<file path="src/rtl/stls_ram.sv">
// Generic single-port-write, single-port-read RAM with registered read.
// No dependencies.
`default_nettype none
module stls_ram #(
  parameter int unsigned Width = 8,
  parameter int unsigned Depth = 16
) (
  input  wire logic                     clk_i,
  input  wire logic                     we_i,
  input  wire logic [$clog2(Depth)-1:0] waddr_i,
  input  wire logic [Width-1:0]         wdata_i,
  input  wire logic [$clog2(Depth)-1:0] raddr_i,
  output logic [Width-1:0]              rdata_o
);
  logic [Width-1:0] mem [Depth];
  always_ff @(posedge clk_i) begin
    if (we_i) mem[waddr_i] <= wdata_i;
    rdata_o <= mem[raddr_i];
  end
endmodule
`default_nettype wire

</file>
<file path="config.mk">
export PLATFORM = sky130hd
export DESIGN_NAME = stls_ram
export DESIGN_NICKNAME = d
export VERILOG_FILES = /design/src/rtl/stls_ram.sv
export SDC_FILE = /design/constraint.sdc
export NUM_CORES = 1
export LEC_CHECK = 0
export BUFFER_PORTS_ARGS = -buffer_cell sky130_fd_sc_hd__buf_2
export CAP_MARGIN = 5
export CELL_PAD_IN_SITES_DETAIL_PLACEMENT = 2
export CELL_PAD_IN_SITES_GLOBAL_PLACEMENT = 2
export CORE_ASPECT_RATIO = 0.8
export CORE_MARGIN = 3
export CORE_UTILIZATION = 25
export CTS_CLUSTER_SIZE = 12
export DETAILED_ROUTE_END_ITERATION = 10
export PLACE_DENSITY_LB_ADDON = 0.15
export REMOVE_ABC_BUFFERS = 1
export SLEW_MARGIN = 0
export SYNTH_ARGS = -nofsm -noshare
export SYNTH_HDL_FRONTEND = slang
export SYNTH_SLANG_ARGS = --single-unit
</file>
<file path="constraint.sdc">
create_clock -name clk_i -period 2.7 [get_ports clk_i]
set_input_delay 0.675 -clock clk_i [delete_from_list [all_inputs] [get_ports clk_i]]
set_output_delay 0.675 -clock clk_i [all_outputs]
set_load 0.05 [all_outputs]
</file>
==> run summary, run 1 <==
The growth of design area from synthesis to finish is 22.3%. The tools report the number of antenna violations at the first check in global routing as 0. Count of distinct cell types in the synthesized netlist: 19.

In the synthesized netlist the dominant register cell turns out to be sky130_fd_sc_hd__edfxtp_1. The overall track demand over capacity in global routing came out at 0.115. Setup repair after global routing left no endpoint under its margin.

STA puts the critical path data arrival time at 2.10 ns. The run gives 21 as the maximum number of pins on one net before global-route repair. The worst hold path belongs to the class in2reg. In the routed design, unresolved DRC markers number 0. After global routing the overflow that remains totals 0.

Portion of synthesized cell area occupied by the leading cell type: 0.747. In this run the power density over the cells is 781 nW/µm². Summing every instance area after synthesis gives 5150 µm². The worst register-to-register path ends at rdata_o[0].

After detailed routing, the average wire length per cell comes to 21.4 µm. The floorplan step defined a core boundary enclosing 20000 µm². The die width was 166 µm. The launch instance of the worst register-to-register path is mem[11][0]. The flow ran to the end, and the final reports show no timing, DRC or antenna violations. Type of the worst setup path: in2reg. In the synthesized netlist, the cells that appear most often are sky130_fd_sc_hd__edfxtp_1 (128), sky130_fd_sc_hd__mux4_2 (18), sky130_fd_sc_hd__a22oi_1 (16). The run gives 136 as the number of clock sinks seen by CTS. The run gives 0 as the hold-fix buffer count after cts. The run gives 0.592 as the normalized max-slew margin. At the pin with the least slew margin, the transition time is 0.612 ns.

Among all cell types in the netlist, the one instantiated most often is sky130_fd_sc_hd__edfxtp_1. The number of hold violations in the final report is 0, and the height of the die is 134 µm. The routed design could run at a clock period as short as 1.81 ns. The tools report the endpoint of the worst hold path as mem[14][2]. The count of nets left with antenna violations once routing finished came out at 0. Share of the cycle needed by the critical path after routing: 0.672.

Cell depth of the worst flop-to-flop path: 3. At the later pin of the worst-skew pair, clock insertion delay measures 0.42 ns. The number of core rows came out at 46.

The global placer's final weighted congestion is 0.647, and the level count of the clock H-tree is 4. The number of DRC markers in iteration 0 was 94; the biggest fanout along the worst timing path was 20. The die covers 22400 µm². Once the clock tree was built, the resizer swapped 0 gates to a different size. TritonCTS built the clock tree.

The run gives 4 as the first-pass iteration count of the detailed router. For this run, the post-layout net count is 306. The category of the worst setup path capture point was a flip-flop. Routed wire length: 12.1 mm. Final standard cell utilization of the core: 0.314. The async set or reset register ratio after synthesis is 0, and the maximum clock rate is 551 MHz. The yosys synthesis warning count came out at 0.

The HPWL after detailed placement is 8.10 mm. Via count of the first global-routing pass: 2753. The share of post-route cells with drive strength above 1 is 0.310. After clock tree synthesis, the clock-pin slew on the worst setup and hold paths is 0.06 ns. IR analysis of the VDD net gives a maximum drop of 0.000381 V. The total setup violations reported at the end of the flow was 0; the sequential element share of the synthesized area was 0.778. The analysis attributes to cell leakage a power of 2.10 nW. The cell depth of the worst min-delay path came out at 1. The tools report the max-capacitance violation count as 0. Startpoint type of the worst setup path: a primary input. For the initial standard-cell utilization of the core, the log shows 0.257.

Pin placement for this block handled 26 I/O pins. The number of antenna diodes in the final layout is 0. Using the TritonRoute via totals, the vias-per-cell ratio works out to 4.39. Yosys attributes the largest share of cell area to sky130_fd_sc_hd__edfxtp_1 (75%), sky130_fd_sc_hd__mux4_2 (7.9%), sky130_fd_sc_hd__mux4_1 (7.1%), sky130_fd_sc_hd__dfxtp_1 (3.1%), sky130_fd_sc_hd__a22oi_1 (2.3%). The library cell used as clock root buffer was sky130_fd_sc_hd__clkbuf_16. STA puts the critical path data required time at 2.99 ns. After synthesis the netlist holds a flip-flop and latch count of 136.

Once the clock tree was built, the setup fixing pass inserted 0 buffers. The run gives 0 as the final-report max-slew violation count. The post-synthesis cell count is 229, and the worst clock skew is 0.00877 ns. Across all register-to-register paths, the minimum setup slack is 1.34 ns. Summed over all instances, the cell type with the most area after synthesis is sky130_fd_sc_hd__edfxtp_1.

Count of input and output buffers: 25. Wire length of the first global-routing pass: 18.1 mm. Counting flops with a built-in enable in the synthesized netlist gives 128. The maximum root-to-sink buffer count was 2; the final total negative setup slack was 0 ns. In this run the most critical hold path is launched from wdata_i[2].

The routed via count is 2476, and the average cell area after synthesis is 22.5 µm². TritonCTS created 17 clock buffers.
cells in the final DEF (no fill, tap or decap), types with 3 or more instances in the layout:
cell,netlist,final
sky130_fd_sc_hd__mux4_2,18,18
sky130_fd_sc_hd__nand2_1,9,9
sky130_fd_sc_hd__buf_4,1,23
sky130_fd_sc_hd__bufinv_16,0,3
sky130_fd_sc_hd__a22oi_1,16,16
sky130_fd_sc_hd__nor3_1,4,4
sky130_fd_sc_hd__clkinv_1,0,5
sky130_fd_sc_hd__nor2_1,13,13
sky130_fd_sc_hd__edfxtp_1,128,128
sky130_fd_sc_hd__dfxtp_1,8,8
sky130_fd_sc_hd__clkbuf_16,0,17
sky130_fd_sc_hd__buf_2,3,25
sky130_fd_sc_hd__mux4_1,14,14
critical path, stage by stage:
cell	delay [ns]
sky130_fd_sc_hd__buf_2	0.47
sky130_fd_sc_hd__buf_4	0.26
sky130_fd_sc_hd__mux4_2	0.29
sky130_fd_sc_hd__a22oi_1	0.28
sky130_fd_sc_hd__nand2_1	0.11
where the power goes:
group | switching, mW | internal [mW] | leakage [nW]
registers | 0.0154 | 2.36 | 1.22
logic | 0.177 | 0.101 | 0.610
clock network | 0.839 | 1.42 | 0.270
total | 1.03 | 3.89 | 2.10
logic make-up after synthesis:
logic type             count (synthesis)  synth area share
AO/OA/AOI/OAI                         16            0.0233
flip-flops                           136             0.778
multiplexers                          32             0.150
buffers and inverters                 10            0.0168
AND/OR/NAND/NOR                       35            0.0318
stage by stage:
step	instance area, µm²	std cells	power [mW]	setup WS (ns)	hold WS (ns)
final	6300	564	4.92	0.886	0.650
after global routing	6300	564	5.08	0.808	0.648
after CTS	6300	564	4.99	0.857	0.635
after detailed placement	5730	533	2.71	0.422	0.683
after global placement	5730	533	2.70	0.368	0.668
after floorplan	5060	219	2.56	0.532	0.629
flip-flops by register name (all words and copies together) (netlist names):
register  cells
rdata_o       8
mem         128
worst max-delay path by stage:
stage / depth (start not counted) / start / to / slack, ns
4_1_cts: 5 / raddr_i[1] / rdata_o[0] / 0.86
2_1_floorplan: 2 / waddr_i[2] / mem[0][0] / 0.53
6_report: 5 / raddr_i[1] / rdata_o[0] / 0.89
5_1_grt: 5 / raddr_i[1] / rdata_o[0] / 0.81
3_5_place_dp: 5 / raddr_i[1] / rdata_o[0] / 0.42
3_3_place_gp: 5 / raddr_i[1] / rdata_o[0] / 0.37
layout make-up:
cell class	count	area [µm²]
Clock inverter	12	134
Clock buffer	19	433
Multi-Input combinational cell	83	1060
Tap cell	264	330
Sequential cell	136	4000
Timing Repair Buffer	50	338
Fill cell	2019	13700
per-layer routing:
layer  track usage  part of all wire  vias up  wire length, µm
met2         0.164              0.44       43             5270
li1              -                 -     1090                -
met4        0.0536             0.017        0              209
met3        0.0324             0.042       14              503
met5             0                 0        -                0
met1         0.163              0.50     1329             6070
Note: power is estimated with default switching activity, not from simulation.
==> run 2: changes to the inputs <==
--- a/config.mk
+++ b/config.mk
@@ -5,6 +5,7 @@
 export SDC_FILE = /design/constraint.sdc
 export NUM_CORES = 1
 export LEC_CHECK = 0
+export ABC_AREA = 1
 export BUFFER_PORTS_ARGS = -buffer_cell sky130_fd_sc_hd__buf_2
 export CAP_MARGIN = 5
 export CELL_PAD_IN_SITES_DETAIL_PLACEMENT = 2
==> constraint.sdc (replaced) <==
create_clock -name clk_i -period 1.9 [get_ports clk_i]
set_input_delay 0.475 -clock clk_i [delete_from_list [all_inputs] [get_ports clk_i]]
set_output_delay 0.475 -clock clk_i [all_outputs]
set_load 0.05 [all_outputs]
==> run 2 against run 1 <==
  * Clock power is 45% higher
  * Total power is 46% higher
  * Die area is 12% higher
  * Sequential cell count stayed put
  * Wire length is 43% higher
  * Largest cell class unchanged
==> run summary, run 2 <==
The number of core rows is 49 (was 46). The cell depth of the worst min-delay path was 3 (was 1). The switching power summed over all nets is 1.63 mW (was 1.03 mW), and the clock slew seen by the registers of the worst setup and hold paths is 0.06 ns (about the same).

The hold path startpoint is raddr_i[3] (was wdata_i[2]). Share of total power in the clock network: 0.458 (was 0.460). The library cell used as clock root buffer was sky130_fd_sc_hd__clkbuf_16 (unchanged). The run gives 17 (unchanged) as the number of buffers inserted during clock tree synthesis.

The tools report the yosys synthesis warning count as 0 (unchanged). The run gives 202 (was 94) as the number of DRC markers in iteration 0. Residual overflow from global routing: 0 (unchanged). The dominant cell by count in the synthesized netlist is sky130_fd_sc_hd__nand2_1 (was sky130_fd_sc_hd__edfxtp_1).

The power density normalized to cell area is 1040 nW/µm² (was 781 nW/µm²), and the top-level I/O count is 26 (unchanged). Sequence of cells on the critical path: buf_2 (was buf_2 -> buf_4 -> mux4_2 -> a22oi_1 -> nand2_1). For the number of routed nets with antenna violations, the log shows 0 (unchanged). The type of the worst setup path is reg2out (was in2reg).

Top Registers: mem x128, rdata_o x8 (unchanged). Register with the highest flop count: mem (unchanged). The count of non-filler cells in the finished layout is 914 (was 564), and the summed area of non-filler cells in the final layout is 6890 µm² (was 6300 µm²). The run finished with clean final reports.

Post-synthesis cell count: 551 (was 229). The internal power came out at 5.53 mW (was 3.89 mW). The slew at the pin with the worst max-slew slack works out to 0.719 ns (was 0.612 ns). The logs give 1.11 ns (was 2.10 ns) for the data arrival time of the critical path and 0.0897 ns (was 0.422 ns) for the worst slack after detailed placement. Class of the most critical hold timing path: in2reg (unchanged). Setup repair after global routing left no endpoint under its margin. The number of design rule violations left after detail routing is 0 (unchanged), and the number of hold violations in the final report is 0 (unchanged). The logs give 12 (was 19) for the count of distinct cell types in the synthesized netlist and 0 (unchanged) for the total setup violations reported at the end of the flow.

The via density per instance came out at 4.33 (was 4.39). Wire length of the first global-routing pass: 27.0 mm (was 18.1 mm). The synthesis-stage register bit count is 136 (unchanged), and the count of input and output buffers is 25 (unchanged).

Area of the multi-input gates: 1210 µm² (was 1060 µm²). Cell at the slowest stage of the critical path: sky130_fd_sc_hd__dfxtp_1 (was sky130_fd_sc_hd__buf_2). The kind of cell adding the most delay to the critical path is flip-flops (was buffers and inverters).

The run gives 0.41 ns (was 0.42 ns) as the clock latency at the later pin of the worst-skew pair. The number of logic stages on the critical path including buffering was 1 (was 5); the share of post-route cells with drive strength above 1 was 0.123 (was 0.310). Post-synth top cells: sky130_fd_sc_hd__nand2_1 (173), sky130_fd_sc_hd__edfxtp_1 (128), sky130_fd_sc_hd__inv_1 (100) (was sky130_fd_sc_hd__edfxtp_1 (128), sky130_fd_sc_hd__mux4_2 (18), sky130_fd_sc_hd__a22oi_1 (16)). The post-CTS resize count was 0 (unchanged). The most common flop cell mapped by yosys was sky130_fd_sc_hd__edfxtp_1 (unchanged). The first-pass iteration count of the detailed router is 4 (unchanged), and the number of buffer and inverter stages on the critical path is 1 (was 2). The final standard cell utilization of the core is 0.305 (was 0.314), and the overall track demand over capacity in global routing is 0.148 (was 0.115). The final-report max-slew violation count was 0 (unchanged); the flip-flop count of the largest register after layout was 128 (unchanged). The cell type with the largest total area after synthesis was sky130_fd_sc_hd__edfxtp_1 (unchanged). The HPWL after detailed placement is 11.0 mm (was 8.10 mm). The tools report the area inside the core boundary as 22600 µm² (was 20000 µm²). The share of power burned in registers was 0.472 (was 0.483); the maximum clock rate was 632 MHz. The endpoint of the worst hold path was rdata_o[7] (was mem[14][2]). Startpoint type of the worst setup path: a flip-flop (was a primary input).

The maximum root-to-sink buffer count was 2 (unchanged); the initial standard-cell utilization of the core was 0.256 (was 0.257). The post-route minimum period is 1.58 ns, and the number of synthesized flops with an enable pin is 128 (unchanged). The leakage power was 2.92 nW (was 2.10 nW); the via count of the first global-routing pass was 4428 (was 2753).

The level count of the clock H-tree is 4 (unchanged), and the normalized max-slew margin is 0.520 (was 0.592). The logs give 0 ns (unchanged) for the final total negative setup slack and 24900 µm² (was 22400 µm²) for the total die area. The max-capacitance violation count is 0 (unchanged), and the height of the die is 142 µm (was 134 µm). Most frequent cells in the layout: sky130_fd_sc_hd__nand2_1 (173), sky130_fd_sc_hd__edfxtp_1 (128), sky130_fd_sc_hd__inv_1 (100), sky130_fd_sc_hd__nand3_1 (97), sky130_fd_sc_hd__buf_2 (25) (was sky130_fd_sc_hd__edfxtp_1 (128), sky130_fd_sc_hd__buf_2 (25), sky130_fd_sc_hd__buf_4 (23), sky130_fd_sc_hd__mux4_2 (18), sky130_fd_sc_hd__clkbuf_16 (17)). The portion of synthesized cell area occupied by the leading cell type was 0.667 (was 0.747). The average cell area after synthesis was 10.5 µm² (was 22.5 µm²). The tools report the number of buffers inserted to repair setup after CTS as 0 (unchanged). Share of the cycle needed by the critical path after routing: 0.833. Number of cells after detailed placement: 882 (was 533).

TritonCTS built the clock tree. Cells taking the most area after synthesis: sky130_fd_sc_hd__edfxtp_1 (67%), sky130_fd_sc_hd__nand2_1 (11%), sky130_fd_sc_hd__nand3_1 (8.4%), sky130_fd_sc_hd__inv_1 (6.5%), sky130_fd_sc_hd__dfxtp_1 (2.8%) (was sky130_fd_sc_hd__edfxtp_1 (75%), sky130_fd_sc_hd__mux4_2 (7.9%), sky130_fd_sc_hd__mux4_1 (7.1%), sky130_fd_sc_hd__dfxtp_1 (3.1%), sky130_fd_sc_hd__a22oi_1 (2.3%)). Routed via count: 3961 (was 2476). The run gives 613 (was 306) as the total number of nets in the final design. The worst flop-to-flop path endpoint was rdata_o[4] (was rdata_o[0]).

The tools report the layout filler cell count as 2484 (was 2019). Combinational fraction of design power: 0.070 (was 0.056). Growth of design area from synthesis to finish: 19.4% (was 22.3%). Global placer's final weighted congestion: 0.725 (was 0.647).

The number of clock sinks seen by CTS was 136 (unchanged). The hold-fix buffer count after cts came out at 0 (unchanged). Routed length per placed instance: 18.9 µm (was 21.4 µm). The maximum single-stage delay on the critical path was 0.39 ns (was 0.47 ns). The tools report the category of the worst setup path capture point as an output pin (was a flip-flop).

The async set or reset register ratio after synthesis is 0 (unchanged), and the die width is 176 µm (was 166 µm). Sequential element share of the synthesized area: 0.694 (was 0.778). The launch instance of the worst register-to-register path is mem[13][4] (was mem[11][0]). The flip-flop and latch area came out at 4000 µm² (unchanged). The tools report the cell area reported after detailed placement as 6310 µm² (was 5730 µm²).

The maximum ir drop on the vdd rail is 0.000558 V (was 0.000381 V). The cell depth of the worst flop-to-flop path is 6 (was 3). The biggest fanout along the worst timing path is 1 (was 20). Maximum number of pins on one net before global-route repair: 49 (was 21).

The run gives 0.317 ns (was 0.886 ns) as the worst-case setup margin in the final layout. The worst reg-to-reg setup slack is 0.87 ns (was 1.34 ns). For the post-synthesis instance area, the log shows 5770 µm² (was 5150 µm²). The number of antenna violations at the first check in global routing is 0 (unchanged), and the worst clock skew is 0.00839 ns (was 0.00877 ns). The total inserted antenna cells was 0 (unchanged).

The most frequent standard cell in the layout excluding fill and tap cells is sky130_fd_sc_hd__nand2_1 (was sky130_fd_sc_hd__edfxtp_1). The net switching share of the total power is 0.228 (was 0.210), and the routed wire length is 17.2 mm (was 12.1 mm). The worst path required time is 1.42 ns (was 2.99 ns).
[run 2: changes by cell type in the layout (fill, tap and decap cells not counted), moves of 14 or more]
cell                      previous run  this run
sky130_fd_sc_hd__nand2_1             9       173
sky130_fd_sc_hd__inv_1               0       100
sky130_fd_sc_hd__nand3_1             1        97
sky130_fd_sc_hd__mux4_2             18         0
sky130_fd_sc_hd__a22oi_1            16         0
sky130_fd_sc_hd__mux4_1             14         0
[run 2: power by group through the flow]
stage               Clock [mW]  Combinational [mW]  Sequential [mW]
floorplan                    0               0.181             3.50
global placement             0               0.507             3.44
detailed placement           0               0.516             3.44
CTS                       3.37               0.521             3.38
global route              3.49               0.566             3.39
finish                    3.28               0.504             3.38
[run 2: cell type report]
cell class / count / share of cell area
Sequential cell: 136 / 0.581
Multi-Input combinational cell: 289 / 0.176
Clock buffer: 23 / 0.0650
Inverter: 102 / 0.0556
Tap cell: 306 / 0.0556
Timing Repair Buffer: 49 / 0.0480
Clock inverter: 9 / 0.0182
[run 2: per-layer routing]
metal  wire length, µm  track usage  vias to the layer above  share of wire
li1                  -            -                     1859              -
met1              8500        0.199                     2045           0.49
met5                 0            0                        -              0
met3               445       0.0305                        8          0.026
met2              8190        0.245                       49           0.47
met4               114       0.0387                        0         0.0066
[run 2: worst max path at each step]
stage,startpoint,endpoint,slack [ns]
finish,rdata_o[2],rdata_o[2],0.32
global route,rdata_o[2],rdata_o[2],0.27
CTS,rdata_o[2],rdata_o[2],0.27
detailed placement,raddr_i[1],rdata_o[4],0.09
global placement,raddr_i[1],rdata_o[4],0.11
floorplan,raddr_i[0],rdata_o[2],0.44
[run 2: through the flow]
step / power (mW) / hold WS [ns]
finish: 7.16 / 0.440
detailed placement: 3.96 / 0.652
global route: 7.44 / 0.445
floorplan: 3.68 / 0.574
CTS: 7.27 / 0.432
global placement: 3.95 / 0.655
[run 2: cell families (layout without fill, tap and decap cells)]
kind of cell           count (synthesis)  count (layout)  synth area share
AND/OR/NAND/NOR                      289             289             0.210
flip-flops                           136             136             0.694
buffers and inverters                126             183            0.0952
==> run 3: changes to the inputs <==
--- a/config.mk
+++ b/config.mk
@@ -5,7 +5,7 @@
 export SDC_FILE = /design/constraint.sdc
 export NUM_CORES = 1
 export LEC_CHECK = 0
-export ABC_AREA = 1
+export ABC_AREA = 0
 export BUFFER_PORTS_ARGS = -buffer_cell sky130_fd_sc_hd__buf_2
 export CAP_MARGIN = 5
 export CELL_PAD_IN_SITES_DETAIL_PLACEMENT = 2
==> constraint.sdc (replaced) <==
create_clock -name clk_i -period 1.6 [get_ports clk_i]
set_input_delay 0.4 -clock clk_i [delete_from_list [all_inputs] [get_ports clk_i]]
set_output_delay 0.4 -clock clk_i [all_outputs]
set_load 0.05 [all_outputs]
==> run 3 against run 2 <==
  * Critical endpoint is now rdata_o[7]
  * Final area shrank 6.2%
  * Highest routed layer unchanged
  * Critical path type unchanged
  * Setup slack lost 0.19 ns
  * Critical path depth is the same
  * Total power grew 17%
  * Largest cell class unchanged
  * Register-to-register slack lost 0.63 ns
  * Die area shrank 10%
==> run summary, run 3 (synthesis gave the netlist of run 1 again) <==
The cell at the slowest stage of the critical path is sky130_fd_sc_hd__dfxtp_1 (unchanged). The tools report the level count of the clock H-tree as 4 (unchanged). The clock slew seen by the registers of the worst setup and hold paths works out to 0.06 ns (about the same). Via count of the first global-routing pass: 2847 (was 4428).

The most frequent standard cell in the layout excluding fill and tap cells was sky130_fd_sc_hd__edfxtp_1 (was sky130_fd_sc_hd__nand2_1). The final-report max-slew violation count was 0 (unchanged). Routed length per placed instance: 21.1 µm (was 18.9 µm).

The tools report the number of routed nets with antenna violations as 0 (unchanged). The category of the worst setup path capture point is an output pin (unchanged). The flip-flop count of the largest register after layout works out to 128 (unchanged). The maximum root-to-sink buffer count is 2 (unchanged). The maximum clock rate was 677 MHz.

The initial standard-cell utilization of the core is 0.257 (was 0.256), and the worst reg-to-reg setup slack is 0.24 ns (was 0.87 ns). Residual overflow from global routing: 0 (unchanged). The clock latency at the later pin of the worst-skew pair came out at 0.42 ns (was 0.41 ns).

The worst-case setup margin in the final layout came out at 0.122 ns (was 0.317 ns). The worst path required time is 1.20 ns (was 1.42 ns). The area inside the core boundary is 20000 µm² (was 22600 µm²).

The total setup violations reported at the end of the flow is 0 (unchanged), and the power density normalized to cell area is 1300 nW/µm² (was 1040 nW/µm²). The maximum ir drop on the vdd rail is 0.000569 V (was 0.000558 V), and the number of buffer and inverter stages on the critical path is 1 (unchanged). The tools report the data arrival time of the critical path as 1.08 ns (was 1.11 ns).

The die width was 166 µm (was 176 µm). The run gives 8.58 mm (was 11.0 mm) as the HPWL after detailed placement. The hold path startpoint was wdata_i[2] (was raddr_i[3]). The share of post-route cells with drive strength above 1 works out to 0.359 (was 0.123). Most frequent cells in the layout: sky130_fd_sc_hd__edfxtp_1 (128), sky130_fd_sc_hd__buf_4 (30), sky130_fd_sc_hd__buf_2 (25), sky130_fd_sc_hd__mux4_2 (18), sky130_fd_sc_hd__clkbuf_16 (17) (was sky130_fd_sc_hd__nand2_1 (173), sky130_fd_sc_hd__edfxtp_1 (128), sky130_fd_sc_hd__inv_1 (100), sky130_fd_sc_hd__nand3_1 (97), sky130_fd_sc_hd__buf_2 (25)).

The biggest fanout along the worst timing path works out to 1 (unchanged). The maximum single-stage delay on the critical path is 0.38 ns (was 0.39 ns). The startpoint type of the worst setup path is a flip-flop (unchanged). The tools report the max-capacitance violation count as 0 (unchanged). For the combinational fraction of design power, the log shows 0.061 (was 0.070).

The kind of cell adding the most delay to the critical path is flip-flops (unchanged). The number of antenna violations at the first check in global routing is 0 (unchanged). Type of the worst setup path: reg2out (unchanged).

The growth of design area from synthesis to finish is 25.4% (was 19.4%), and the number of buffers inserted during clock tree synthesis is 17 (unchanged). The routed wire length came out at 12.2 mm (was 17.2 mm). The slew at the pin with the worst max-slew slack works out to 0.816 ns (was 0.719 ns). Top Registers: mem x128, rdata_o x8 (unchanged).

Number of hold violations in the final report: 0 (unchanged). The flow ran to the end, and the final reports show no timing, DRC or antenna violations. Sequence of cells on the critical path: buf_2 (unchanged).

The share of the cycle needed by the critical path after routing came out at 0.923. The leakage power came out at 2.19 nW (was 2.92 nW). Class of the most critical hold timing path: in2reg (unchanged). The number of DRC markers in iteration 0 was 177 (was 202); the cell depth of the worst min-delay path was 1 (was 3). The tools report the number of clock sinks seen by CTS as 136 (unchanged).

The worst slack after detailed placement is -0.298 ns (was 0.0897 ns), and the number of buffers inserted to repair setup after CTS is 0 (unchanged). The logs give 0.455 (was 0.520) for the normalized max-slew margin and 317 (was 613) for the total number of nets in the final design. The sum of internal, switching and leakage power is 8.42 mW (was 7.16 mW), and the count of input and output buffers is 25 (unchanged). The number of core rows was 46 (was 49); the overall track demand over capacity in global routing was 0.117 (was 0.148). The maximum number of pins on one net before global-route repair was 17 (was 49); the worst clock skew was 0.00596 ns (was 0.00839 ns). Layout filler cell count: 2010 (was 2484). The run gives 0 ns (unchanged) as the final total negative setup slack. The share of power burned in registers is 0.476 (was 0.472). Setup repair after global routing left no endpoint under its margin. The worst flop-to-flop path endpoint is rdata_o[0] (was rdata_o[4]). The launch instance of the worst register-to-register path was mem[11][0] (was mem[13][4]). The run gives 0 (unchanged) as the hold-fix buffer count after cts. Register with the highest flop count: mem (unchanged). The total die area is 22400 µm² (was 24900 µm²). The run gives 26 (unchanged) as the top-level I/O count. The library cell used as clock root buffer is sky130_fd_sc_hd__clkbuf_16 (unchanged).

The run gives 0 (unchanged) as the number of design rule violations left after detail routing. The global placer's final weighted congestion is 0.679 (was 0.725). The logs give 0.463 (was 0.458) for the share of total power in the clock network and 1.91 mW (was 1.63 mW) for the switching power summed over all nets.

The logs give 0 (unchanged) for the post-CTS resize count and 4 (unchanged) for the first-pass iteration count of the detailed router. Post-route minimum period: 1.48 ns. The tools report the endpoint of the worst hold path as mem[7][2] (was rdata_o[7]).

The net switching share of the total power was 0.226 (was 0.228); the routed via count was 2542 (was 3961). The internal power came out at 6.51 mW (was 5.53 mW). TritonCTS built the clock tree. The height of the die is 134 µm (was 142 µm), and the cell depth of the worst flop-to-flop path is 3 (was 6). The wire length of the first global-routing pass came out at 18.6 mm (was 27.0 mm). The via density per instance came out at 4.41 (was 4.33).
## run 3: how the worst max path moves through the flow
stage | start | endpoint | cells after the start
5_1_grt | rdata_o[7] | rdata_o[7] | 1
3_5_place_dp | raddr_i[0] | rdata_o[3] | 6
6_report | rdata_o[7] | rdata_o[7] | 1
2_1_floorplan | waddr_i[2] | mem[0][0] | 2
4_1_cts | rdata_o[7] | rdata_o[7] | 1
3_3_place_gp | raddr_i[0] | rdata_o[3] | 6
## run 3: power by group through the flow
stage	Sequential (mW)	Clock [mW]	Combinational, mW
after floorplan	4.16	0	0.160
after CTS	4.01	4.00	0.528
after detailed placement	4.09	0	0.527
after global placement	4.08	0	0.519
final	4.01	3.90	0.510
after global routing	4.02	4.17	0.558
## run 3: per-stage QoR
step / std cells / utilization / area, µm² / hold slack, ns
finish: 577 / 0.322 / 6460 / 0.377
global route: 576 / 0.322 / 6450 / 0.369
CTS: 576 / 0.322 / 6450 / 0.363
detailed placement: 544 / 0.293 / 5860 / 0.677
global placement: 544 / 0.293 / 5860 / 0.673
floorplan: 219 / - / 5060 / 0.499
## run 3: final cells by class
type / count / area (µm²) / area share
timing repair buffer: 61 / 470 / 0.0729
sequential: 136 / 4000 / 0.620
antenna: 1 / 2.50 / 0.000388
clock buffer: 17 / 425 / 0.0659
tap: 264 / 330 / 0.0512
clock inverter: 15 / 168 / 0.0260
multi-input combinational: 83 / 1060 / 0.164
## run 3: metal layers
| metal | up-vias | routed length (µm) | track usage |
|---|---|---|---|
| li1 | 1116 | - | - |
| met1 | 1370 | 6100 | 0.163 |
| met2 | 50 | 5560 | 0.171 |
| met3 | 6 | 436 | 0.0427 |
| met4 | 0 | 87 | 0.0344 |
| met5 | - | 0 | 0 |
